<file path="config.mk">
export PLATFORM = sky130hd
export DESIGN_NAME = golay_24_12_error_trap_decoder_unit
export DESIGN_NICKNAME = d
export VERILOG_FILES = /design/src/rtl/g24_pkg.sv /design/src/rtl/g24_syn_unit.sv /design/src/rtl/golay_24_12_error_trap_decoder_unit.sv
export SDC_FILE = /design/constraint.sdc
export NUM_CORES = 1
export LEC_CHECK = 0
export BUFFER_PORTS_ARGS = -buffer_cell sky130_fd_sc_hd__buf_2
export CAP_MARGIN = 20
export CORE_ASPECT_RATIO = 2
export CORE_MARGIN = 3
export CORE_UTILIZATION = 50
export DETAILED_ROUTE_END_ITERATION = 8
export GPL_TIMING_DRIVEN = 0
export HOLD_SLACK_MARGIN = 0.08
export PLACE_DENSITY = 0.78
export SYNTH_ARGS = -nofsm -noshare
export SYNTH_HDL_FRONTEND = slang
export SYNTH_HIERARCHICAL = 1
export SYNTH_SLANG_ARGS = --single-unit
export TNS_END_PERCENT = 100
</file>
<file path="constraint.sdc">
create_clock -name clk -period 6.04 [get_ports clk]
set_clock_uncertainty 0.05 [all_clocks]
set_input_delay 0.906 -clock clk [delete_from_list [all_inputs] [get_ports clk]]
set_output_delay 0.906 -clock clk [all_outputs]
set_load 0.02 [all_outputs]
</file>
<file path="src/rtl/g24_pkg.sv">
// Shared types and constants for the Golay (24,12) error trapping decoder.
package g24_pkg;

  localparam int unsigned SynW  = 11;
  localparam int unsigned WordW = 23;
  localparam int unsigned CntW  = 5;

  localparam logic [SynW-1:0] GEN_LOW = 11'h475;
  localparam logic [SynW-1:0] Q16_SYN = 11'h366;
  localparam logic [SynW-1:0] Q17_SYN = 11'h6CC;

  // last bit index / last trial index
  localparam logic [CntW-1:0] CNT_LAST = 5'd22;

  // bit positions flipped in the rotated frame for the two information traps
  localparam int unsigned FLIP16_POS = 6;
  localparam int unsigned FLIP17_POS = 5;
  // pattern bits land at positions PAT_BASE .. PAT_BASE+10 (reversed)
  localparam int unsigned PAT_BASE   = 12;

  typedef enum logic [1:0] {
    ST_IDLE,
    ST_SHIFT,
    ST_TRAP,
    ST_HOLD
  } g24_state_t;

  typedef struct packed {
    logic            hit;
    logic            flip16;
    logic            flip17;
    logic [SynW-1:0] pat;
  } g24_trap_t;

  function automatic logic [3:0] weight11(input logic [SynW-1:0] v);
    logic [3:0] n;
    n = '0;
    for (int i = 0; i < SynW; i++) begin
      n = n + {3'b000, v[i]};
    end
    return n;
  endfunction

endpackage

</file>
<file path="src/rtl/g24_syn_unit.sv">
// Shared syndrome step and trap test: one divider shift and three weight checks.
module g24_syn_unit
  import g24_pkg::*;
(
  input  logic [SynW-1:0] syn,
  input  logic            bit_in,
  output logic [SynW-1:0] syn_nxt,
  output g24_trap_t       trap
);

  logic [SynW-1:0] x16;
  logic [SynW-1:0] x17;

  assign syn_nxt = {syn[SynW-2:0], bit_in} ^ (syn[SynW-1] ? GEN_LOW : '0);
  assign x16 = syn ^ Q16_SYN;
  assign x17 = syn ^ Q17_SYN;

  always_comb begin
    trap = '0;
    priority if (weight11(syn) <= 4'd3) begin
      trap.hit = 1'b1;
      trap.pat = syn;
    end else if (weight11(x16) <= 4'd2) begin
      trap.hit    = 1'b1;
      trap.flip16 = 1'b1;
      trap.pat    = x16;
    end else if (weight11(x17) <= 4'd2) begin
      trap.hit    = 1'b1;
      trap.flip17 = 1'b1;
      trap.pat    = x17;
    end else begin
      // no trap at this rotation
      trap.hit = 1'b0;
    end
  end

endmodule

</file>
<file path="src/rtl/golay_24_12_error_trap_decoder_unit.sv">
// Top level: extended Golay (24,12) decoder by Kasami error trapping.
//
// Input channel: in_valid / in_stall carry one 24-bit received word per beat.
// Bit 0 is the first bit on the air; bit 23 is ignored.
// Output channel: out_valid / out_stall carry one 24-bit decoded word per
// beat: bits 0..22 corrected, bit 23 the recomputed overall parity.
//
// Each word passes from accept to result through a load step, syndrome
// division (one received bit per cycle through the shared divider/trap
// unit), the trap phase, and a final step that loads the output register.
// The trap phase always runs all 23 rotations: the word is rotated
// alongside the syndrome, so a trapped pattern is applied at fixed positions
// and the 23rd rotation brings the word back into input order.
// in_stall is high from accept until the result enters the output register,
// so the decoder takes no new word before it is through with the last one.
// A stalled result holds in the output register; the decoder waits in its
// final state until the register frees, without dropping anything.
// Reset (rst_n low, synchronous) empties the output register and returns
// the sequencer to idle; no clearing pass is needed.
module golay_24_12_error_trap_decoder_unit
  import g24_pkg::*;
(
  input  logic        clk,
  input  logic        rst_n,
  input  logic        in_valid,
  output logic        in_stall,
  input  logic [23:0] in_received_word,
  output logic        out_valid,
  input  logic        out_stall,
  output logic [23:0] out_decoded_word
);

  g24_state_t       state_r, state_nxt;
  logic [CntW-1:0]  cnt_r, cnt_nxt;
  logic [WordW-1:0] word_r, word_nxt;
  logic [SynW-1:0]  syn_r, syn_nxt;
  logic             found_r, found_nxt;
  logic             out_valid_r, out_valid_nxt;
  logic [23:0]      out_word_r, out_word_nxt;

  logic [SynW-1:0]  unit_syn;
  logic             unit_bit;
  g24_trap_t        trap;
  logic [WordW-1:0] corr;
  logic [WordW-1:0] fixed;
  logic             slot_free;

  // shared divider: fed word bits while dividing, zeros while trapping
  assign unit_bit = (state_r == ST_SHIFT) ? word_r[cnt_r] : 1'b0;

  g24_syn_unit u_syn (
    .syn     (syn_r),
    .bit_in  (unit_bit),
    .syn_nxt (unit_syn),
    .trap    (trap)
  );

  // error pattern in the rotated frame
  always_comb begin
    corr = '0;
    for (int t = 0; t < SynW; t++) begin
      corr[PAT_BASE+t] = trap.pat[SynW-1-t];
    end
    corr[FLIP16_POS] = trap.flip16;
    corr[FLIP17_POS] = trap.flip17;
  end

  assign fixed     = (!found_r && trap.hit) ? (word_r ^ corr) : word_r;
  assign slot_free = !out_valid_r || !out_stall;

  always_ff @(posedge clk) begin
    if (!rst_n) begin
      state_r     <= ST_IDLE;
      out_valid_r <= 1'b0;
    end else begin
      state_r     <= state_nxt;
      out_valid_r <= out_valid_nxt;
    end
    cnt_r      <= cnt_nxt;
    word_r     <= word_nxt;
    syn_r      <= syn_nxt;
    found_r    <= found_nxt;
    out_word_r <= out_word_nxt;
  end

  always_comb begin
    state_nxt     = state_r;
    cnt_nxt       = cnt_r;
    word_nxt      = word_r;
    syn_nxt       = syn_r;
    found_nxt     = found_r;
    out_word_nxt  = out_word_r;
    out_valid_nxt = out_valid_r && out_stall;

    unique case (state_r)
      ST_IDLE: begin
        if (in_valid) begin
          word_nxt  = in_received_word[WordW-1:0];
          syn_nxt   = '0;
          cnt_nxt   = '0;
          found_nxt = 1'b0;
          state_nxt = ST_SHIFT;
        end
      end
      ST_SHIFT: begin
        syn_nxt = unit_syn;
        if (cnt_r == CNT_LAST) begin
          cnt_nxt   = '0;
          state_nxt = ST_TRAP;
        end else begin
          cnt_nxt = cnt_r + 5'd1;
        end
      end
      ST_TRAP: begin
        // rotate right by one: next bit j is current bit j+1 (mod 23)
        word_nxt  = {fixed[0], fixed[WordW-1:1]};
        syn_nxt   = unit_syn;
        found_nxt = found_r || trap.hit;
        if (cnt_r == CNT_LAST) begin
          state_nxt = ST_HOLD;
        end else begin
          cnt_nxt = cnt_r + 5'd1;
        end
      end
      ST_HOLD: begin
        if (slot_free) begin
          out_word_nxt  = {^word_r, word_r};
          out_valid_nxt = 1'b1;
          state_nxt     = ST_IDLE;
        end
      end
      default: state_nxt = ST_IDLE;
    endcase
  end

  assign in_stall         = (state_r != ST_IDLE);
  assign out_valid        = out_valid_r;
  assign out_decoded_word = out_word_r;

endmodule

</file>
# == After elaboration in Yosys (flattened, before gate mapping) ==
# Cells that the tools add are included.
# word_totals
regBits,67
in_bits,28
wordCells,104
# op_classes
addsub,30
magnitude_cmp,4
n_eq_ne,9
muxes,31
bitwise_logic,4
reduce_logical,19
# ops
operator,count
$add A4 B1 Y4,26
$mux W23,2
$pmux W23 S2,1
$mux W11,4
$reduce_xor A23 Y1,1
$xor A23 B23 Y23,1
$pmux W11 S2,1
$mux W5,3
$pmux W5 S3,1
$le A4 B2 Y1 const B,3
$mux W12,1
$not A6 Y6,2
$xor A11 B11 Y11,1
$mux W1,10
$mux W2,5
$ne A2 B2 Y1 const B,4
$pmux W2 S4,1
$lt A5 B6 Y1 const B,1
$reduce_and A2 Y1,3
$reduce_bool A2 Y1,3
$add A5 B1 Y5 const B,1
$bmux W1 S5,1
$eq A5 B5 Y1 const B,1
$add A1 B1 Y2,2
other kinds (13),18

# == Depth between registers and ports, before layout ==
# Gate-level depths: netlist of the first run.
# depth
depth_word,17
mapped_depth,18
mapped_depth_nobuf,17

# == By module ==
# The synthesis of the first run kept the hierarchy.
# modules_own_cells
mod,n_inst,cells_each,area_each_um2,seq_area_each_um2
golay_24_12_error_trap_decoder_unit,1,234,3204.3,1981.9
g24_syn_unit,1,116,1004.7,0.0

# == Worst setup path before layout of the first run ==
# Ideal clock, no wire load.
# synth_timing
path_kind,flip-flop to flip-flop
start,register syn_r[10]
end,register word_r[20] (data pin)
setup_time_ns,0.270
arrival_time_ns,4.316
required_time_ns,5.720
path_slack_ns,1.404
stages_incl_launch_ff,18
path_buffers,2
path_cell_list,edfxtp_1 clkbuf_1 inv_1 fa_1 inv_1 fa_1 inv_1 fa_1 ha_1 fa_1 a221oi_4 nand2_2 nand2_1 nor2b_1 clkbuf_1 nand2_1 xor2_1 a21oi_1
# synth_rtl
element,line_no,source
from (decl),golay_24_12_error_trap_decoder_unit.sv:36,"logic [SynW-1:0] syn_r, syn_nxt;"
from (signal assigned),golay_24_12_error_trap_decoder_unit.sv:81,syn_r <= syn_nxt;
to (signal assigned),golay_24_12_error_trap_decoder_unit.sv:80,word_r <= word_nxt;
to (decl),golay_24_12_error_trap_decoder_unit.sv:35,"logic [WordW-1:0] word_r, word_nxt;"

==> results of run 1 <==
how the worst max path moves through the flow:
stage,from,end,slack [ns],cells past startpoint
3_3_place_gp,syn_r[10],word_r[13],0.86,17
5_1_grt,syn_r[10],word_r[16],0.40,17
6_report,syn_r[10],word_r[16],0.78,17
2_1_floorplan,syn_r[10],word_r[20],1.40,17
3_5_place_dp,syn_r[10],word_r[15],0.81,17
4_1_cts,syn_r[10],word_r[16],0.75,17
worst register-to-register path: cells and delay by family, from the launching register on:
family / cells / cell delay, ns
AOI/OAI and AO/OA: 2 / 0.61
xor gates and xnor gates: 1 / 0.18
adders and majority gates: 5 / 2.09
buffers and inverters: 5 / 1.08
DFF: 1 / 0.32
and+or+nand+nor: 4 / 0.66
cell usage after synthesis, drive strengths merged (2+ instances only):
cell type  number
mux2           11
xnor2          20
o21ai           6
nor3            2
edfxtp         64
nand2b          3
fa             18
mux2i           5
nor2b           5
clkbuf          7
o211ai          2
o22ai           2
a21boi          2
a31oi           6
mux4            5
nor2           24
dfxtp           3
a21oi          19
and2           12
ha             16
inv            40
xor2           22
buf            10
nand3           6
nand2          26
final cells by class:
cell class,instances,area (um2),area share [%]
sequential,67,1980,39.8
clock buffer,9,225,4.52
tap,96,120,2.41
multi-input combinational,226,1970,39.6
buffer,17,113,2.26
timing repair buffer,55,298,5.98
clock inverter,7,124,2.49
inverter,40,150,3.01
registers in the layout, indices dropped and copies added, names as in the netlist:
signal	cells
cnt_r	5
found_r	1
out_decoded_word	24
out_valid	1
state_r	2
syn_r	11
word_r	23
per-layer routing:
metal  vias to the layer above  wire [um]  global-route usage (%)
li1                       1327          -                       -
met1                      1374       2950                    18.8
met2                        78       5050                    36.2
met3                        26        346                    3.34
met4                         0        454                    14.0
met5                         -          0                       0
cells in the final DEF (no fill, tap or decap), types with 6 or more instances in the layout:
cell       count
nand3_1        6
inv_1         39
nand2_1       25
edfxtp_1      64
mux2_2        11
fa_1          18
nor2_1        24
a31oi_1        6
and2_1        12
xor2_1        22
ha_1          16
xnor2_1       20
a21oi_1       18
buf_2         52
clkbuf_1       7
buf_4          6
clkbuf_16      9
metrics by stage:
stage	util, %	std cells	setup WS (ns)	cell area (um2)	hold WS (ns)
finish	61.8	517	0.776	4980	0.470
global route	61.8	517	0.403	4980	0.489
CTS	61.8	517	0.751	4980	0.474
detailed placement	57.5	501	0.808	4630	0.467
global placement	57.0	498	0.860	4590	0.467
floorplan	-	350	1.40	4210	0.430
kinds of logic after synthesis:
logic type | after synthesis | synth area share (%)
simple gates | 83 | 9.39
buf+inv | 57 | 6.24
mux | 21 | 7.08
compound gates | 45 | 7.61
xor+xnor | 43 | 9.27
flops | 67 | 47.1
fa+ha+maj | 34 | 13.3
==> qor.csv, run 1 <==
stage,metric,value,unit
timing,fin_crit_sh,87.2,%
critical_path,worstRegToRegCells,17,
die,die_w,70.9,um
critical_path,cp.arrival,5.27,ns
clocking,htree_levels,3,
logic_synthesis,synthTopCellsByArea,"edfxtp_1 (46%), fa_1 (8.6%), ha_1 (4.8%)",
drt,avgRoutedWirePerCell,17.0,um
flow_run,drv_cap,0,
drt,drt_pass1_iterations,4,
logic_synthesis,syn_area,4210,um2
die,die-area,9620,um2
clocking,ctsHoldBuffers,0,
timing,worstMarginPinSlew,0.673,ns
final_layout,antennaDiodeCount,0,
final_layout,area_growth,18.4,%
logic_synthesis,synth.largest_area_cell,edfxtp_1,
placed_design,gp_congestion,0.932,
logic_synthesis,yosysSeqAreaShare,47.1,%
clocking,numClockSinks,67,
min_path,hold_class,reg2reg,
drt,vias,2805,
critical_path,critPathKind,reg2reg,
critical_path,r2r-start,syn_r[10],
min_path,worstHoldStart,word_r[11],
final_layout,drive_above_1_share,24.2,%
status,outcome,completed,
critical_path,critPathMaxFanout,10,
die,rows,46,
clocking,numCtsBuffers,9,
logic_synthesis,ys_seq_elements,67,
drt,vias_per_cell,5.43,
clocking,cts-root-buf,clkbuf_16,
logic_synthesis,yosysTopAreaCellShare,45.7,%
clocking,cts_setup_buffers,0,
timing,final.setup.tns,0,ns
logic_synthesis,yosysWarnings,6,
timing,hold_viol_final,0,
critical_path,rrSetupSlack,0.78,ns
timing,rsz0062_at_grt,false,
global_route,antenna_found_initial,0,
min_path,min_to,out_decoded_word[11],
logic_synthesis,synth-async-reset-ratio,0,%
clocking,postCtsResizedCells,0,
logic_synthesis,synth_cell_types,48,
critical_path,max_stage_delay,0.54,ns
logic_synthesis,synth_fp_nets,412,
logic_synthesis,post_synth.cell_area_avg,12.0,um2
critical_path,timing.rr.end,word_r[16],
critical_path,worstSetupStartpointType,flop,
logic_synthesis,synth_top_flop_cell,edfxtp_1,
final_layout,n_fill_cell,664,
critical_path,cp.required,6.05,ns
timing,setup_violations,0,
clocking,clk_latency,0.33,ns
clocking,cts_tree,built,
critical_path,crit_chain,clkbuf_1 > inv_1 > fa_1 > inv_1 > fa_1 > inv_1 > fa_1 > ha_1 > fa_1 > a221oi_4 > nand2_2 > nand2_1 > nor2b_1 > clkbuf_1 > nand2_1 > xor2_1 > a21oi_1,
final_layout,nets,478,
drt,detail-route-antenna-nets,0,
drt,drc,0,
critical_path,worst_path_most_repeated_cell,fa_1,
die,pin_count,54,
global_route,grt_overflow_total,0,
critical_path,critical_path_buf_inv_count,5,
logic_synthesis,synth_edf_count,64,
die,initial_core_util,52.2,%
die,die_h,136,um
placed_design,dpl.hpwl,7060,um
timing,drv_slew,0,
timing,fmax,0.190,GHz
clocking,clockBufferDepth,2,
logic_synthesis,syn_inst,350,
drt,drt_iter0_markers,158,
critical_path,crit_path_end_kind,flop,
global_route,grt_start_max_net_pins,20,
critical_path,crit_family,adder cells,
critical_path,cpMaxStageDelayCell,fa_1,
global_route,grt_pass1_vias,3034,
min_path,holdPathStages,0,
global_route,grtUsageTotal,19.6,%
timing,fin_crit,5.26,ns
placed_design,io_buffers,52,
die,design.core.area,8060,um2
timing,relSlewSlack,54.7,%
clocking,clk_pin_slew,0.05,ns
drt,wirelength,8810,um
global_route,grt_pass1_wl,14300,um
Power of run 1 is not shown: default switching activity piles up to over one toggle a cycle in this logic, so the estimate is an artifact.
==> run 2: changes to the inputs <==
- ABC_CLOCK_PERIOD_IN_PS: default -> 6040
- CTS_BUF_LIST: default -> sky130_fd_sc_hd__clkbuf_2 sky130_fd_sc_hd__clkbuf_4 sky130_fd_sc_hd__clkbuf_8
==> run 2 against run 1 <==
  * Clock-buffer cell count stayed put
  * Non-clock buffer count stayed put
  * Die area stayed put
  * Fmax hardly changed
  * Final cell count stayed put
  * Setup slack better by 0.0022 ns
  * Via count is 0.39% lower
  * Routed wire length is 1.3% lower
  * Final area is 2.0% lower
  * Highest routed layer unchanged
  * Hold slack better by 0.0066 ns
  * Largest cell class unchanged
  * First-iteration DRC count is 9.5% lower
==> qor.csv, run 2 (same netlist as run 1, synthesis figures left out) <==
stage,metric,value,unit
status,outcome,completed,
global_route,grt_pass1_vias,2987,
timing,final.setup.tns,0,ns
timing,relSlewSlack,54.8,%
die,design.core.area,8060,um2
drt,wirelength_met1,2920,um
timing,fin_crit_sh,87.1,%
drt,top_layer_used,met4,
drt,vias_per_cell,5.40,
final_layout,antennaDiodeCount,0,
timing,drv_slew,0,
placed_design,gp_congestion,0.932,
clocking,cts_setup_buffers,0,
final_layout,finalNonFillerCells,517,
min_path,holdPathStages,0,
global_route,grt_start_max_net_pins,20,
timing,rsz0062_at_grt,false,
critical_path,worstSetupStartpointType,flop,
placed_design,dpl.hpwl,7060,um
global_route,grt_pass1_wl,14100,um
global_route,grtUsageTotal,19.2,%
critical_path,crit_path_start,syn_r[10],
final_layout,nets,478,
critical_path,cp.required,6.06,ns
clocking,clk_pin_slew,0.07,ns
clocking,clockBufferDepth,2,
die,die_h,136,um
drt,met2_wirelength,4960,um
critical_path,worst_path_most_repeated_cell,fa_1,
final_layout,area_growth,16.0,%
timing,fmax,0.190,GHz
critical_path,crit_chain,clkbuf_1 > inv_1 > fa_1 > inv_1 > fa_1 > inv_1 > fa_1 > ha_1 > fa_1 > a221oi_4 > nand2_2 > nand2_1 > nor2b_1 > clkbuf_1 > nand2_1 > xor2_1 > a21oi_1,
clocking,clk_latency,0.35,ns
flow_run,drv_cap,0,
critical_path,worstRegToRegCells,17,
placed_design,io_buffers,52,
clocking,cts-root-buf,clkbuf_8,
final_layout,design_area,4880,um2
timing,hold_viol_final,0,
die,die_w,70.9,um
final_layout,final_common_cell,edfxtp_1,
timing,setup_violations,0,
drt,drc,0,
clocking,ctsHoldBuffers,0,
critical_path,max_stage_delay,0.54,ns
critical_path,crit_path_end_kind,flop,
die,rows,46,
critical_path,critPathKind,reg2reg,
critical_path,r2r-start,syn_r[10],
placed_design,place_inst,501,
clocking,numClockSinks,67,
final_layout,drive_above_1_share,24.2,%
critical_path,critPathMaxFanout,10,
critical_path,cp.arrival,5.28,ns
final_layout,mostFrequentLayoutCells,"edfxtp_1 (64), buf_2 (52), inv_1 (39)",
drt,detail-route-antenna-nets,0,
clocking,numCtsBuffers,9,
clocking,postCtsResizedCells,0,
critical_path,rrSetupSlack,0.78,ns
final_layout,largest_reg_flops,24,
global_route,grt_overflow_total,0,
drt,drt_iter0_markers,143,
placed_design,placed_cell_area,4630,um2
clocking,cts_tree,built,
drt,avgRoutedWirePerCell,16.8,um
drt,wirelength,8690,um
drt,met3_length,338,um
timing,worstMarginPinSlew,0.671,ns
global_route,antenna_found_initial,0,
timing,fin_crit,5.26,ns
min_path,worstHoldStart,word_r[11],
min_path,min_to,out_decoded_word[11],
clocking,htree_levels,3,
die,pin_count,54,
drt,drt_pass1_iterations,4,
die,die-area,9620,um2
critical_path,cpMaxStageDelayCell,fa_1,
die,initial_core_util,52.2,%
critical_path,timing.rr.end,word_r[15],
min_path,hold_class,reg2reg,
drt,vias,2794,
run 2: cell count changes in the layout (fill, tap and decap cells not counted):
| cell | change |
|---|---|
| clkbuf_8 | +9 |
| clkbuf_16 | -9 |
run 2: through the flow:
stage / util (%) / setup slack, ns / hold WS, ns
after CTS: 60.6 / 0.786 / 0.478
after global routing: 60.6 / 0.427 / 0.493
after global placement: 57.0 / 0.860 / 0.467
after detailed placement: 57.5 / 0.808 / 0.467
final: 60.6 / 0.778 / 0.476
after floorplan: - / 1.40 / 0.430
run 2: how the worst max path moves through the flow:
stage	end	slack [ns]	cells past startpoint
finish	word_r[15]	0.78	17
global route	word_r[15]	0.43	17
floorplan	word_r[20]	1.40	17
global placement	word_r[13]	0.86	17
CTS	word_r[15]	0.79	17
detailed placement	word_r[15]	0.81	17
run 2: metal layers:
metal | GRT usage (%) | vias to the layer above
li1 | - | 1327
met1 | 18.4 | 1357
met2 | 36.1 | 81
met3 | 3.57 | 29
met4 | 12.6 | 0
met5 | 0 | -
run 2: final cells by class:
class                      count  area, um2
clock inverter                 7        124
fill                         672       3180
clock buffer                   9        124
multi-input combinational    226       1970
inverter                      40        150
buffer                        17        113
tap                           96        120
sequential                    67       1980
timing repair buffer          55        298
run 2: critical path: cells and delay by family (launching register included):
family,cells,cell delay [ns]
AOI/OAI and AO/OA,2,0.62
xor gates and xnor gates,1,0.16
and+or+nand+nor,4,0.63
buffers and inverters,5,1.10
DFF,1,0.33
adders and majority gates,5,2.09
Power of run 2 is left out for the same reason.
==> run 3: changes to the inputs <==
- ABC_AREA: default -> 1
==> run 3 against run 2 <==
  * Setup slack better by 0.60 ns
  * Synthesized cell count up 45%
  * Highest routed layer unchanged
  * Clock-buffer cell count unchanged
  * Final cell count up 31%
  * Routed wire length up 15%
  * Area after synthesis up 8.0%
==> qor.csv, run 3 <==
stage,metric,value,unit
final_layout,final_common_cell,nand2_1,
drt,top_layer_used,met4,
drt,met2_wirelength,5990,um
placed_design,io_buffers,52,
logic_synthesis,synth.largest_area_cell,edfxtp_1,
flow_run,drv_cap,0,
die,design.core.area,8770,um2
drt,vias,3456,
clocking,ctsHoldBuffers,0,
die,initial_core_util,51.9,%
clocking,cts-root-buf,clkbuf_8,
drt,met3_length,280,um
clocking,postCtsResizedCells,0,
logic_synthesis,synth_cell_types,35,
logic_synthesis,yosysMostFrequentCell,nand2_1,
timing,rsz0062_at_grt,false,
clocking,clk_pin_slew,0.08,ns
timing,fin_crit,4.66,ns
final_layout,multi_input_area,2120,um2
placed_design,gp_congestion,0.935,
final_layout,regArea,1980,um2
logic_synthesis,yosysSeqAreaShare,43.6,%
logic_synthesis,synth-async-reset-ratio,0,%
logic_synthesis,synthTopCellsByArea,"edfxtp_1 (42%), nand2_1 (11%), fa_1 (7.9%)",
drt,vias_per_cell,5.09,
drt,drt_pass1_iterations,4,
logic_synthesis,synth_fp_nets,571,
timing,relSlewSlack,37.5,%
final_layout,antennaDiodeCount,0,
final_layout,nets,636,
clocking,htree_levels,3,
global_route,grt_pass1_vias,3465,
logic_synthesis,ys_seq_elements,67,
clocking,cts_tree,built,
final_layout,n_fill_cell,730,
drt,wirelength_met1,3290,um
die,die_w,73.4,um
clocking,clk_latency,0.35,ns
clocking,numCtsBuffers,9,
global_route,antenna_found_initial,0,
logic_synthesis,synth_common_cells,"nand2_1 (137), inv_1 (79), edfxtp_1 (64)",
global_route,grt_pass1_wl,16000,um
die,die-area,10300,um2
critical_path,critPathKind,reg2reg,
status,outcome,completed,
critical_path,cp.required,6.07,ns
final_layout,mostFrequentLayoutCells,"nand2_1 (137), inv_1 (79), edfxtp_1 (64)",
global_route,grtUsageTotal,20.6,%
critical_path,critPathMaxFanout,10,
clocking,numClockSinks,67,
logic_synthesis,syn_area,4550,um2
placed_design,placed_cell_area,4970,um2
placed_design,dpl.hpwl,8100,um
min_path,hold_class,reg2reg,
logic_synthesis,synth_edf_count,64,
drt,avgRoutedWirePerCell,14.8,um
drt,wirelength,10000,um
logic_synthesis,syn_inst,509,
die,rows,48,
drt,drc,0,
critical_path,crit_path_end_kind,flop,
logic_synthesis,yosysTopAreaCellShare,42.3,%
logic_synthesis,post_synth.cell_area_avg,8.93,um2
logic_synthesis,yosysWarnings,6,
final_layout,largest_reg_flops,24,
timing,final.setup.tns,0,ns
die,die_h,141,um
drt,detail-route-antenna-nets,0,
timing,hold_viol_final,0,
critical_path,cp.arrival,4.69,ns
timing,fmax,0.215,GHz
final_layout,drive_above_1_share,19.2,%
timing,setup_violations,0,
die,pin_count,54,
drt,drt_iter0_markers,221,
timing,fin_crit_sh,77.2,%
clocking,cts_setup_buffers,0,
critical_path,worstSetupStartpointType,flop,
global_route,grt_start_max_net_pins,19,
timing,drv_slew,0,
clocking,clockBufferDepth,2,
logic_synthesis,synth_top_flop_cell,edfxtp_1,
final_layout,area_growth,14.7,%
global_route,grt_overflow_total,0,
timing,worstMarginPinSlew,0.935,ns
final_layout,design_area,5220,um2
==> run 3: cell types whose count changed after synthesis, moves of 10 or more <==
cell / change
nand2_1: +112
inv_1: +40
nand3_1: +36
o21ai_0: +21
a21oi_1: -12
and2_1: -12
mux2_2: -11
xnor2_1: -10
==> run 3: final cells by class <==
cell class / count / share of cell area (%)
Timing Repair Buffer: 54 / 5.56
Buffer: 18 / 2.33
Tap cell: 100 / 2.40
Sequential cell: 67 / 38.0
Multi-Input combinational cell: 337 / 40.7
Inverter: 87 / 6.26
Clock inverter: 7 / 2.37
Clock buffer: 9 / 2.37
==> run 3: worst max-delay path, cell delays in order, from the launching register on <==
cell,delay (ns)
edfxtp_1,0.53
fa_1,0.58
inv_1,0.07
fa_1,0.49
inv_1,0.05
fa_1,0.47
inv_1,0.05
fa_1,0.40
fa_1,0.51
nor2_1,0.06
nor2_2,0.21
nand2_8,0.10
nand2_2,0.11
nor2_2,0.06
inv_2,0.08
buf_2,0.21
nand3_1,0.12
xor2_1,0.16
o21ai_0,0.10
==> run 3: metal layers <==
metal	vias up	global-route usage (%)
met1	1622	18.6
met5	-	0
li1	1726	-
met4	0	14.5
met3	28	3.57
met2	80	38.8
==> run 3: logic make-up after synthesis <==
kind of cell / synth area share [%]
and+or+nand+nor: 21.2
buffers and inverters: 9.85
DFF: 43.6
xor gates and xnor gates: 8.39
AOI/OAI and AO/OA: 4.60
adders and majority gates: 12.3
==> run 3: path summary, 6_finish.rpt <==
path                                   end  cells past startpoint  startpoint  slack (ns)
worst min-delay path             out_valid                      2   out_valid        0.45
worst max register to register  word_r[13]                     18    syn_r[3]        1.38
worst max-delay path            word_r[13]                     18    syn_r[3]        1.38
worst min register to register   out_valid                      2   out_valid        0.45
==> run 3: stage by stage <==
step           instances  hold slack [ns]  util (%)  setup slack, ns
2_1_floorplan        509            0.422         -             1.79
3_3_place_gp         661            0.421      56.3             1.54
3_5_place_dp         663            0.439      56.7             1.41
4_1_cts              679            0.449      59.5             1.40
5_1_grt              679            0.498      59.5             1.18
6_report             679            0.446      59.5             1.38
Power of run 3 is left out for the same reason.
